`src/hdl/sbe_pkg.sv`:
```
package sbe_pkg;

    // field widths
    localparam int OP_W     = 2;
    localparam int KEY_W    = 16;
    localparam int BIAS_W   = 32;
    localparam int COUNT_W  = 16;
    localparam int TS_W     = 63;
    localparam int LIMIT_W  = 31;
    localparam int GAIN_W   = 16;
    localparam int FRAC_W   = 16;

    // configuration port
    localparam int DATA_W    = 32;
    localparam int ADDR_W    = 4;
    localparam int REG_IDX_W = ADDR_W - 2;

    localparam int DEFAULT_TABLE_ENTRIES = 16;

    // operation codes
    localparam logic [OP_W-1:0] OP_OBSERVE = 2'd0;
    localparam logic [OP_W-1:0] OP_QUERY   = 2'd1;
    localparam logic [OP_W-1:0] OP_SEED    = 2'd2;

    // register indexes
    localparam logic [REG_IDX_W-1:0] REG_BIAS_LIMIT = 2'd0;
    localparam logic [REG_IDX_W-1:0] REG_GAIN       = 2'd1;
    localparam logic [REG_IDX_W-1:0] REG_TRUST      = 2'd2;

    // reset values
    localparam logic [LIMIT_W-1:0] RST_BIAS_LIMIT = 31'd1000000;
    localparam logic [GAIN_W-1:0]  RST_GAIN       = 16'd6554;
    localparam logic [COUNT_W-1:0] RST_TRUST      = 16'd3;

    localparam logic [COUNT_W-1:0] COUNT_MAX = '1;

    typedef struct packed {
        logic [KEY_W-1:0]   key;
        logic [BIAS_W-1:0]  bias;
        logic [COUNT_W-1:0] count;
        logic [TS_W-1:0]    last_seen;
    } t_entry;

    typedef enum logic [4:0] {
        ST_IDLE  = 5'b00001,
        ST_SCAN  = 5'b00010,
        ST_MUL   = 5'b00100,
        ST_WRITE = 5'b01000,
        ST_DONE  = 5'b10000
    } t_state;

endpackage

```
`src/hdl/sbe_blend.sv`:
```
module sbe_blend (
    input  logic                               i_clk,
    input  logic                               i_load,
    input  logic signed [sbe_pkg::BIAS_W-1:0]  i_prev,
    input  logic signed [sbe_pkg::BIAS_W-1:0]  i_offset,
    input  logic        [sbe_pkg::GAIN_W-1:0]  i_gain,
    output logic signed [sbe_pkg::BIAS_W-1:0]  o_bias
);
    import sbe_pkg::*;

    localparam int DIFF_W = BIAS_W + 1;
    localparam int PROD_W = DIFF_W + GAIN_W + 1;
    localparam int EXT_W  = PROD_W - BIAS_W - FRAC_W;
    localparam logic [PROD_W-1:0] HALF    = PROD_W'(1) << (FRAC_W - 1);
    localparam logic [PROD_W-1:0] HALF_DN = HALF - PROD_W'(1);

    logic signed [DIFF_W-1:0] diff;
    logic signed [PROD_W-1:0] r_prod;
    logic signed [PROD_W-1:0] sum;
    logic        [PROD_W-1:0] rnd;

    assign diff = $signed({i_offset[BIAS_W-1], i_offset}) - $signed({i_prev[BIAS_W-1], i_prev});

    // product registered ahead of the rounding add
    always_ff @(posedge i_clk) begin
        if (i_load) begin
            r_prod <= diff * $signed({1'b0, i_gain});
        end
    end

    assign sum = $signed({{EXT_W{i_prev[BIAS_W-1]}}, i_prev, {FRAC_W{1'b0}}}) + r_prod;

    // round half away from zero: a negative sum gets just under a half before the floor
    assign rnd    = $unsigned(sum) + (sum[PROD_W-1] ? HALF_DN : HALF);
    assign o_bias = $signed(rnd[FRAC_W +: BIAS_W]);

endmodule

```
`src/hdl/station_bias_ema_table.sv`:
```
// station bias table: a small associative table keyed by a 16-bit station code; each
// entry holds a smoothed lateness bias, a sample count and the last observe time, all
// packed into one word of a single-port-per-direction synchronous memory (read data
// registered). every request is handled one at a time: the sequencer scans the occupied
// entries with one memory read per cycle, compares keys the cycle after the read while
// tracking the entry with the fewest samples, then for an accepted observe or seed does
// one read-modify-write of the chosen entry. a rejected observe or seed and the unused
// operation go straight to the result; a query returns its result after the scan; an
// observe on an entry with samples passes the multiply state before the write. a finished
// result sits in an output register, so the next request is taken while it waits. no
// clearing pass is needed after reset: only entries below the fill count are ever read.
// configuration registers are written through the apb port at byte addresses 0 (bias
// limit), 4 (gain), 8 (trust threshold).
module station_bias_ema_table #(
    parameter int TABLE_ENTRIES = sbe_pkg::DEFAULT_TABLE_ENTRIES
) (
    input  logic                                i_clk,
    input  logic                                i_rst_n,
    // request channel
    input  logic                                i_valid,
    output logic                                o_stall,
    input  logic        [sbe_pkg::OP_W-1:0]     i_operation,
    input  logic        [sbe_pkg::KEY_W-1:0]    i_station_id,
    input  logic signed [sbe_pkg::BIAS_W-1:0]   i_offset_us,
    input  logic        [sbe_pkg::TS_W-1:0]     i_timestamp_us,
    input  logic        [sbe_pkg::COUNT_W-1:0]  i_seed_count,
    // result channel
    output logic                                o_valid,
    input  logic                                i_stall,
    output logic signed [sbe_pkg::BIAS_W-1:0]   o_correction_us,
    output logic                                o_accepted,
    output logic                                o_trusted,
    // configuration port
    input  logic                                psel,
    input  logic                                penable,
    input  logic                                pwrite,
    input  logic        [sbe_pkg::ADDR_W-1:0]   paddr,
    input  logic        [sbe_pkg::DATA_W-1:0]   pwdata,
    output logic        [sbe_pkg::DATA_W-1:0]   prdata,
    output logic                                pready
);
    import sbe_pkg::*;

    localparam int IDX_W = (TABLE_ENTRIES > 1) ? $clog2(TABLE_ENTRIES) : 1;
    localparam int OCC_W = $clog2(TABLE_ENTRIES + 1);
    localparam logic [OCC_W-1:0] FULL = OCC_W'(TABLE_ENTRIES);

    // configuration registers
    logic [LIMIT_W-1:0]   r_bias_limit;
    logic [GAIN_W-1:0]    r_gain;
    logic [COUNT_W-1:0]   r_trust;
    logic                 cfg_wr;
    logic [REG_IDX_W-1:0] cfg_idx;

    // sequencer
    t_state               r_state;
    t_state               n_state;

    // latched request
    logic [OP_W-1:0]      r_op;
    logic [KEY_W-1:0]     r_key;
    logic [BIAS_W-1:0]    r_off;
    logic [TS_W-1:0]      r_ts;
    logic [COUNT_W-1:0]   r_scount;

    // scan
    logic [OCC_W-1:0]     r_occ;
    logic [OCC_W-1:0]     r_issue;
    logic                 r_chk_vld;
    logic [IDX_W-1:0]     r_chk_idx;
    logic                 r_min_vld;
    logic [IDX_W-1:0]     r_min_idx;
    logic [COUNT_W-1:0]   r_min_cnt;
    logic                 rd_en;
    logic [IDX_W-1:0]     rd_addr;
    logic                 hit_now;
    logic                 scan_miss;
    logic                 scan_end;
    t_entry               scan_base;

    // entry update
    t_entry               r_mem [TABLE_ENTRIES];
    t_entry               r_rdata;
    t_entry               r_ent;
    t_entry               n_entry;
    logic [IDX_W-1:0]     r_slot;
    logic                 r_alloc;
    logic                 mem_we;
    logic signed [BIAS_W-1:0] blend_bias;

    // result
    logic [BIAS_W-1:0]    r_res_corr;
    logic                 r_res_acc;
    logic                 r_res_tru;
    logic                 r_out_valid;
    logic [BIAS_W-1:0]    r_out_corr;
    logic                 r_out_acc;
    logic                 r_out_tru;
    logic                 done_load;

    // request intake
    logic                 in_acc;
    logic [BIAS_W-1:0]    in_mag;
    logic                 in_ok;
    logic                 in_table_op;

    // ---------------------------------------------------------------- config port
    assign pready  = 1'b1;
    assign cfg_idx = paddr[ADDR_W-1:2];
    assign cfg_wr  = psel && penable && pwrite && pready;

    always_ff @(posedge i_clk) begin
        if (!i_rst_n) begin
            r_bias_limit <= RST_BIAS_LIMIT;
            r_gain       <= RST_GAIN;
            r_trust      <= RST_TRUST;
        end else if (cfg_wr) begin
            case (cfg_idx)
                REG_BIAS_LIMIT: r_bias_limit <= pwdata[LIMIT_W-1:0];
                REG_GAIN:       r_gain       <= pwdata[GAIN_W-1:0];
                REG_TRUST:      r_trust      <= pwdata[COUNT_W-1:0];
                default: ;
            endcase
        end
    end

    always_comb begin
        case (cfg_idx)
            REG_BIAS_LIMIT: prdata = DATA_W'(r_bias_limit);
            REG_GAIN:       prdata = DATA_W'(r_gain);
            REG_TRUST:      prdata = DATA_W'(r_trust);
            default:        prdata = '0;
        endcase
    end

    // ---------------------------------------------------------------- intake
    // one request in flight; a new one is taken only when the sequencer is idle
    assign o_stall = (r_state != ST_IDLE);
    assign in_acc  = i_valid && !o_stall;

    // magnitude of the offset, 2^31 included, checked against the limit
    assign in_mag = i_offset_us[BIAS_W-1] ? (BIAS_W'(0) - $unsigned(i_offset_us))
                                          : $unsigned(i_offset_us);
    assign in_ok  = (in_mag <= {1'b0, r_bias_limit});
    assign in_table_op = (i_operation == OP_QUERY) ||
                         (((i_operation == OP_OBSERVE) || (i_operation == OP_SEED)) && in_ok);

    // ---------------------------------------------------------------- scan
    // read issued at r_issue, key compared in the following cycle on registered data
    assign hit_now   = (r_state == ST_SCAN) && r_chk_vld && (r_rdata.key == r_key);
    assign scan_miss = (r_state == ST_SCAN) && !r_chk_vld && (r_issue == r_occ);
    assign scan_end  = hit_now || scan_miss;
    assign rd_en     = (r_state == ST_SCAN) && (r_issue < r_occ) && !hit_now;
    assign rd_addr   = r_issue[IDX_W-1:0];

    // entry to modify: the hit, or a cleared entry for a new key
    always_comb begin
        if (hit_now) begin
            scan_base = r_rdata;
        end else begin
            scan_base           = '0;
            scan_base.key       = r_key;
        end
    end

    // ---------------------------------------------------------------- sequencer
    always_comb begin
        n_state = r_state;
        case (r_state)
            ST_IDLE: begin
                if (in_acc) begin
                    n_state = in_table_op ? ST_SCAN : ST_DONE;
                end
            end
            ST_SCAN: begin
                if (scan_end) begin
                    if (r_op == OP_QUERY) begin
                        n_state = ST_DONE;
                    end else if ((r_op == OP_OBSERVE) && (scan_base.count != '0)) begin
                        n_state = ST_MUL;
                    end else begin
                        n_state = ST_WRITE;
                    end
                end
            end
            ST_MUL:   n_state = ST_WRITE;
            ST_WRITE: n_state = ST_DONE;
            ST_DONE: begin
                if (done_load) begin
                    n_state = ST_IDLE;
                end
            end
            default:  n_state = ST_IDLE;
        endcase
    end

    assign done_load = (r_state == ST_DONE) && (!r_out_valid || !i_stall);
    assign mem_we    = (r_state == ST_WRITE);

    // control state
    always_ff @(posedge i_clk) begin
        if (!i_rst_n) begin
            r_state     <= ST_IDLE;
            r_occ       <= '0;
            r_issue     <= '0;
            r_chk_vld   <= 1'b0;
            r_min_vld   <= 1'b0;
            r_out_valid <= 1'b0;
        end else begin
            r_state <= n_state;
            if (in_acc) begin
                r_issue   <= '0;
                r_chk_vld <= 1'b0;
                r_min_vld <= 1'b0;
            end else if (r_state == ST_SCAN) begin
                r_chk_vld <= rd_en;
                if (rd_en) begin
                    r_issue <= r_issue + 1'b1;
                end
                if (r_chk_vld) begin
                    r_min_vld <= 1'b1;
                end
            end
            // a new key written while the table is not full grows the table
            if (mem_we && r_alloc) begin
                r_occ <= r_occ + 1'b1;
            end
            if (done_load) begin
                r_out_valid <= 1'b1;
            end else if (!i_stall) begin
                r_out_valid <= 1'b0;
            end
        end
    end

    // datapath
    always_ff @(posedge i_clk) begin
        if (in_acc) begin
            r_op       <= i_operation;
            r_key      <= i_station_id;
            r_off      <= $unsigned(i_offset_us);
            r_ts       <= i_timestamp_us;
            r_scount   <= i_seed_count;
            r_res_corr <= '0;
            r_res_acc  <= 1'b0;
            r_res_tru  <= 1'b0;
        end
        if (r_state == ST_SCAN) begin
            r_chk_idx <= rd_addr;
            // fewest samples, first one kept on ties
            if (r_chk_vld && (!r_min_vld || (r_rdata.count < r_min_cnt))) begin
                r_min_idx <= r_chk_idx;
                r_min_cnt <= r_rdata.count;
            end
        end
        if (scan_end) begin
            r_ent   <= scan_base;
            r_alloc <= !hit_now && (r_occ < FULL);
            if (hit_now) begin
                r_slot <= r_chk_idx;
            end else if (r_occ < FULL) begin
                r_slot <= r_occ[IDX_W-1:0];
            end else begin
                r_slot <= r_min_idx;
            end
            if ((r_op == OP_QUERY) && hit_now && (r_rdata.count >= r_trust)) begin
                r_res_corr <= r_rdata.bias;
                r_res_tru  <= 1'b1;
            end
        end
        if (mem_we) begin
            r_res_acc <= 1'b1;
        end
        if (done_load) begin
            r_out_corr <= r_res_corr;
            r_out_acc  <= r_res_acc;
            r_out_tru  <= r_res_tru;
        end
    end

    // ---------------------------------------------------------------- entry update
    sbe_blend u_blend (
        .i_clk    (i_clk),
        .i_load   (r_state == ST_MUL),
        .i_prev   ($signed(r_ent.bias)),
        .i_offset ($signed(r_off)),
        .i_gain   (r_gain),
        .o_bias   (blend_bias)
    );

    always_comb begin
        n_entry     = r_ent;
        n_entry.key = r_key;
        if (r_op == OP_SEED) begin
            // seed replaces bias and count, last seen stays
            n_entry.bias  = r_off;
            n_entry.count = r_scount;
        end else begin
            n_entry.bias      = (r_ent.count == '0) ? r_off : $unsigned(blend_bias);
            n_entry.count     = (r_ent.count == COUNT_MAX) ? r_ent.count
                                                           : r_ent.count + 1'b1;
            n_entry.last_seen = r_ts;
        end
    end

    // table memory; reads and the write never overlap within a request
    always_ff @(posedge i_clk) begin
        if (mem_we) begin
            r_mem[r_slot] <= n_entry;
        end
        if (rd_en) begin
            r_rdata <= r_mem[rd_addr];
        end
    end

    // ---------------------------------------------------------------- result
    assign o_valid         = r_out_valid;
    assign o_correction_us = $signed(r_out_corr);
    assign o_accepted      = r_out_acc;
    assign o_trusted       = r_out_tru;

endmodule
```
`config.mk`:
```
export PLATFORM = sky130hd
export DESIGN_NAME = station_bias_ema_table
export DESIGN_NICKNAME = d
export VERILOG_FILES = /design/src/hdl/sbe_pkg.sv /design/src/hdl/sbe_blend.sv /design/src/hdl/station_bias_ema_table.sv
export SDC_FILE = /design/constraint.sdc
export NUM_CORES = 2
export LEC_CHECK = 0
export BUFFER_PORTS_ARGS = -buffer_cell sky130_fd_sc_hd__buf_2
export CAP_MARGIN = 0
export CORE_MARGIN = 1.5
export CORE_UTILIZATION = 44
export CTS_BUF_LIST = sky130_fd_sc_hd__clkbuf_2
export CTS_CLUSTER_SIZE = 14
export DETAILED_ROUTE_END_ITERATION = 7
export HOLD_SLACK_MARGIN = 0.1
export PLACE_DENSITY = 0.69
export SETUP_SLACK_MARGIN = 0.4
export SLEW_MARGIN = 20
export SYNTH_ARGS = -nofsm -noshare
export SYNTH_HDL_FRONTEND = slang
export SYNTH_HIERARCHICAL = 1
export SYNTH_SLANG_ARGS = --single-unit
```
`constraint.sdc`:
```
create_clock -name i_clk -period 12.05 [get_ports i_clk]
set_input_delay 3.0125 -clock i_clk [delete_from_list [all_inputs] [get_ports i_clk]]
set_output_delay 3.0125 -clock i_clk [all_outputs]
set_load 0.01 [all_outputs]
```
==> Word-level counts from Yosys, hierarchy flattened <==
Memory sizes are Yosys's and may differ from the RTL's. A register that Yosys moved wholly into a read port is not among the register bits.
Index checks and enable logic that the tools add are counted.
{ "op_classes": {"reduce_logical": 41, "mul": 1, "n_eq_ne": 19, "magnitude_cmp": 5, "muxes": 27, "addsub": 7, "bitwise_logic": 1} }
{ "op_table": {"columns": ["operator", "count"], "rows": [
  ["32-bit 2-to-1 mux", 5],
  ["31-bit case mux with 3 select lines", 1],
  ["79-bit 2-to-1 mux", 1],
  ["63-bit 2-to-1 mux", 1],
  ["48-bit by 50-bit adder with 50-bit output", 1],
  ["33-bit by 17-bit multiplier with 50-bit output", 1],
  ["48-bit adder", 1],
  ["48-bit 2-to-1 mux", 1],
  ["32-bit by 32-bit subtractor with 33-bit output", 1],
  ["32-bit by 31-bit <= comparator with 1-bit output", 1],
  ["16-bit 2-to-1 mux", 2],
  ["1-bit by 32-bit subtractor with 32-bit output (first input constant)", 1],
  ["5-bit 2-to-1 mux", 5],
  ["5-bit case mux with 5 select lines", 1],
  ["1-bit logical AND", 17],
  ["16-bit by 1-bit adder with 16-bit output (second input constant)", 1],
  ["16-bit == test", 1],
  ["16-bit == test (second input constant)", 1],
  ["16-bit >= comparator", 1],
  ["16-bit zero test", 1],
  ["16-bit < comparator", 1],
  ["16-bit nonzero test", 1],
  ["4-bit 2-to-1 mux", 3],
  ["2-bit AND reduction", 6],
  ["21 further kinds", 45]
]} }
{ "word_totals": {"memories": 1, "ram_bits": 2032, "regBits": 468, "word_cells": 131} }
{ "memory_table": {"columns": ["name", "depth", "word_bits", "rd", "rd_ports_with_merged_regs", "wr", "line_no", "text"], "rows": [
  ["r_mem", 16, 127, 1, 1, 1, "station_bias_ema_table.sv:82", "t_entry r_mem [TABLE_ENTRIES];"]
]} }

==> Longest topological paths before layout <==
{ "logic_depth": {"depth_word": 10, "depth_mapped": 37, "depth_no_buf": 36} }

==> Cells and area by module <==
Netlist, hierarchy kept.
{ "by_module_without_submodules": {"columns": ["mod", "n_inst", "area_per_inst_um2", "cells_per_inst"], "rows": [
  ["station_bias_ema_table", 1, 54299.6, 2819],
  ["sbe_blend", 1, 25253.0, 2954]
]} }

==> Worst setup path before layout <==
OpenSTA, ideal clock, no wires.
{ "synth_timing": {"path_type": "register to register", "start": "register r_ent[79] in the netlist's numbering", "end": "register u_blend.r_prod[49] (data pin)", "setup_time_ns": 0.258, "period_less_slack_ns": 8.829, "stages_incl_launch_ff": 33, "arrival_time_ns": 8.572, "required_ns": 11.792, "n_path_buf": 2, "setup_slack_ns": 3.221, "path_cell_list": "edfxtp_1 -> ha_1 -> fa_1 -> nor2b_1 -> o21a_1 -> o21ai_0 -> a31oi_1 -> a21oi_1 -> o21ai_0 -> a21oi_1 -> or4b_2 -> nand3_1 -> clkbuf_1 -> nand2_1 -> fa_1 -> fa_1 -> fa_1 -> inv_1 -> fa_1 -> fa_1 -> inv_1 -> fa_1 -> inv_1 -> ha_1 -> clkbuf_1 -> nand4_1 -> or2_2 -> nor2_1 -> nand2_1 -> o311ai_0 -> nand4_1 -> a32o_1 -> xnor2_1"} }
{ "synth_between": {"elab_chain_len": 2} }
{ "synth_lines": {"columns": ["item", "line_no", "text"], "rows": [
  ["start, declared", "station_bias_ema_table.sv:84", "t_entry r_ent;"],
  ["start signal, assigned", "station_bias_ema_table.sv:257", "r_ent <= scan_base;"],
  ["32-bit by 32-bit subtractor with 33-bit output", "sbe_blend.sv:22", "assign diff = $signed({i_offset[BIAS_W-1], i_offset}) - $signed({i_prev[BIAS_W-1], i_prev});"],
  ["33-bit by 17-bit multiplier with 50-bit output", "sbe_blend.sv:27", "r_prod <= diff * $signed({1'b0, i_gain});"],
  ["end signal, assigned", "sbe_blend.sv:27", null],
  ["end, declared", "sbe_blend.sv:18", "logic signed [PROD_W-1:0] r_prod;"]
]} }
No other way between the ends.
A chain may end at the register's enable or synchronous reset.

==> Final worst setup path <==
{ "layout_timing": {"start": "register r_ent[79] in the netlist's numbering", "end": "register u_blend.r_prod[48] (data pin)"} }
Same word-level chain as after synthesis.

==> results.py <==
metrics = {
    "sta": {
        "clock_skew_ps": 173,
        "fin_crit_sh": 0.843,
        "final_hold_viol_count": 0,
        "finalSetupViolations": 0,
        "setup_tns_ps": 0,
        "report.final.slew_viol_count": 0,
        "max_freq_mhz": 98.4,
        "tightest_slew_ps": 1160,
        "hold-worst-slack_ps": 392,
        "maxSlewHeadroom": 0.224,
        "min_period_ps": 10160,
        "rsz0062_at_grt": "no",
    },
    "grt": {
        "use_met1": 0.269,
        "grt_use_met2": 0.367,
        "grt-ovfl-total": 0,
        "busiest_layer": "met2",
        "antenna_found_initial": 12,
        "grt_pass1_vias": 50600,
        "grt_usage": 0.214,
        "grt_start_max_net_pins": 156,
        "grt.met3_usage": 0.0334,
        "grt_pass1_wl_um": 298000,
    },
    "critical_path": {
        "path_buf_inv": 4,
        "critPathSlowestCell": "xnor2_2",
        "crit_fanout": 16,
        "required_ps": 13490,
        "critical_path.startpoint_type": "flip-flop",
        "cp_common_cell": "fa_1",
        "criticalPathCategory": "flip-flop to flip-flop",
        "worstPathArrival_ps": 11600,
        "crit_family": "adder cells",
        "end_kind": "flip-flop",
        "cpPeakStageDelay_ps": 860,
    },
    "clock_tree": {
        "cts_tree": "yes",
        "ctsHoldBuffers": 0,
        "ctsRootBufferMaster": "clkbuf_2",
        "post_cts_resized": 0,
        "clk_pin_slew_ps": 100,
        "htreeDepth": 5,
        "clk_latency_ps": 1700,
        "numCtsBuffers": 362,
        "cts_buffer_depth": 4,
        "cts.sinks": 1430,
        "post_cts_buffers": 0,
    },
    "die": {
        "die_w_um": 428,
        "core_um2": 179000,
        "rows": 155,
        "die_area_um2": 183000,
        "chipHeight_um": 428,
        "initial_core_util": 0.444,
        "num_io_pins": 241,
    },
    "power_and_ir_drop": {
        "power_leakage_nw": 32.9,
        "peakVddDrop_mv": 0.369,
        "power.density_nw_per_um2": 249,
    },
    "yosys": {
        "synth_nets": 6721,
        "postSynthCellCount": 5773,
        "ys_seq_area_frac": 0.525,
        "syn_avg_cell_area_um2": 13.8,
        "synth_edf_count": 1315,
        "synthFlopType": "edfxtp_1",
        "synth_area_um2": 79600,
        "yosys_register_bits": 1430,
        "synthArstFlopShare": 0,
        "yosys_warnings": 6,
        "ys_types": 97,
    },
    "layout": {
        "multiInputGateArea_um2": 34200,
        "final_common_cell": "edfxtp_1",
        "nets": 7106,
        "area_delta_synth_final_pct": 8.88,
        "register_area_um2": 41800,
        "drive_gt1_frac": 0.200,
        "num-fill-cells": 15600,
        "final_cell_mix": "edfxtp_1 (1,315), inv_1 (772), nand2_1 (615), clkbuf_2 (526), fa_1 (505)",
    },
    "routing": {
        "drc": 0,
        "wl_um": 195000,
        "first_pass_iters": 6,
        "drtIter0Drc": 3827,
        "postRouteAntennaNets": 0,
        "wl_per_cell_um": 22.2,
        "via_count": 48500,
        "viasPerCell": 5.53,
    },
    "run": {
        "maxCapViolCount": 0,
    },
    "placed_design": {
        "dp_hpwl_um": 126000,
        "io_buffers": 172,
        "place_congestion": 0.902,
    },
    "outcome": {
        "status": "complete, no violations",
    },
    "min_path": {
        "hp-class": "flip-flop to flip-flop",
    },
}
layer usage:
metal  wire (um)  up-vias  share of wire
li1            -    21400              -
met5           0        -              0
met2       99000     1838           0.51
met4        7420        0          0.038
met1       76200    24800           0.39
met3       12300      414          0.063
state kept, by name, indices dropped and copies added (netlist names), 2 cells and up:
signal           count
r_slot               4
r_gain              16
r_state              5
r_trust             16
r_occ                5
r_bias_limit        31
r_rdata             64
r_scount            16
r_mem             1024
r_min_cnt           16
u_blend/r_prod      50
r_op                 2
r_issue              5
r_res_corr          32
r_chk_idx            4
o_correction_us     32
r_off               32
r_ent               48
r_key               16
r_min_idx            4
cell usage after synthesis (all sizes together), types with 14 or more instances:
master / number / area share
xnor2: 136 / 0.015
o31ai: 17 / 0.0018
nor4: 19 / 0.0017
nor2b: 42 / 0.0033
o21bai: 17 / 0.0016
a31oi: 29 / 0.0023
dfxtp: 115 / 0.029
buf: 46 / 0.0024
nor3: 67 / 0.0044
nand3b: 14 / 0.0013
nor2: 106 / 0.0050
a21boi: 58 / 0.0055
nand2: 616 / 0.029
and2: 234 / 0.018
nand3: 56 / 0.0036
edfxtp: 1315 / 0.50
mux2i: 57 / 0.0072
a21oi: 143 / 0.0091
and3: 16 / 0.0013
nand4: 58 / 0.0046
o21a: 17 / 0.0016
inv: 776 / 0.037
mux2: 34 / 0.0048
nand2b: 33 / 0.0026
fa: 505 / 0.13
o211ai: 20 / 0.0020
ha: 271 / 0.043
a21o: 77 / 0.0073
mux4: 320 / 0.091
xor2: 49 / 0.0054
clkbuf: 217 / 0.010
o21ai: 122 / 0.0077
area by class of cell:
| class | instances | share of cell area |
|---|---|---|
| Antenna cell | 16 | 0.000462 |
| Clock buffer | 526 | 0.0304 |
| Timing Repair Buffer | 285 | 0.0199 |
| Sequential cell | 1430 | 0.483 |
| Multi-Input combinational cell | 3302 | 0.394 |
| Inverter | 777 | 0.0337 |
| Clock inverter | 76 | 0.00452 |
| Tap cell | 2355 | 0.0340 |
report_power, final:
group	internal, W	total (W)	switching (W)
Clock	0.00122	0.00311	0.00190
Sequential	0.00609	0.00613	0.0000373
Combinational	0.00515	0.0123	0.00720
Total	0.0125	0.0216	0.00913
logic make-up after synthesis:
| family | Yosys count | synth area share |
|---|---|---|
| other cells | 2 | 0.0000944 |
| buf+inv | 1041 | 0.0494 |
| flops | 1430 | 0.525 |
| compound gates | 604 | 0.0508 |
| simple gates | 1324 | 0.0818 |
| fa+ha+maj | 776 | 0.170 |
| mux | 411 | 0.103 |
| xor+xnor | 185 | 0.0204 |
worst register-to-register path, delay by kind of cell (launching register included):
kind            cells  cell delay, ps
xor+xnor            1             860
flops               1             440
mux                 1             370
compound gates     14            3160
buf+inv             4             350
simple gates        4             590
fa+ha+maj           9            4180
worst paths after layout:
check	start	end	slack [ps]	depth (start not counted)
worst max-delay path	r_ent[79]$_SDFFCE_PN0N_	u_blend/r_prod[48]$_DFFE_PP_	1890	33
worst min-delay path	r_res_corr[7]$_DFF_P_	o_correction_us[7]$_DFFE_PP_	390	0
worst max register to register	r_ent[79]$_SDFFCE_PN0N_	u_blend/r_prod[48]$_DFFE_PP_	1890	33
worst min register to register	r_res_corr[7]$_DFF_P_	o_correction_us[7]$_DFFE_PP_	390	0
per-stage QoR:
step           cells  setup slack (ps)  instance area (um^2)  total power (W)  utilization
4_1_cts         8751              1950                 86500           0.0217        0.483
2_1_floorplan   5773              3220                 79600           0.0155            -
3_3_place_gp    8149              2100                 83500           0.0183        0.466
3_5_place_dp    8149              2050                 83500           0.0184        0.466
5_1_grt         8765              1170                 86600           0.0236        0.484
6_report        8767              1890                 86600           0.0216        0.484
(Power assumes the default switching activity.)
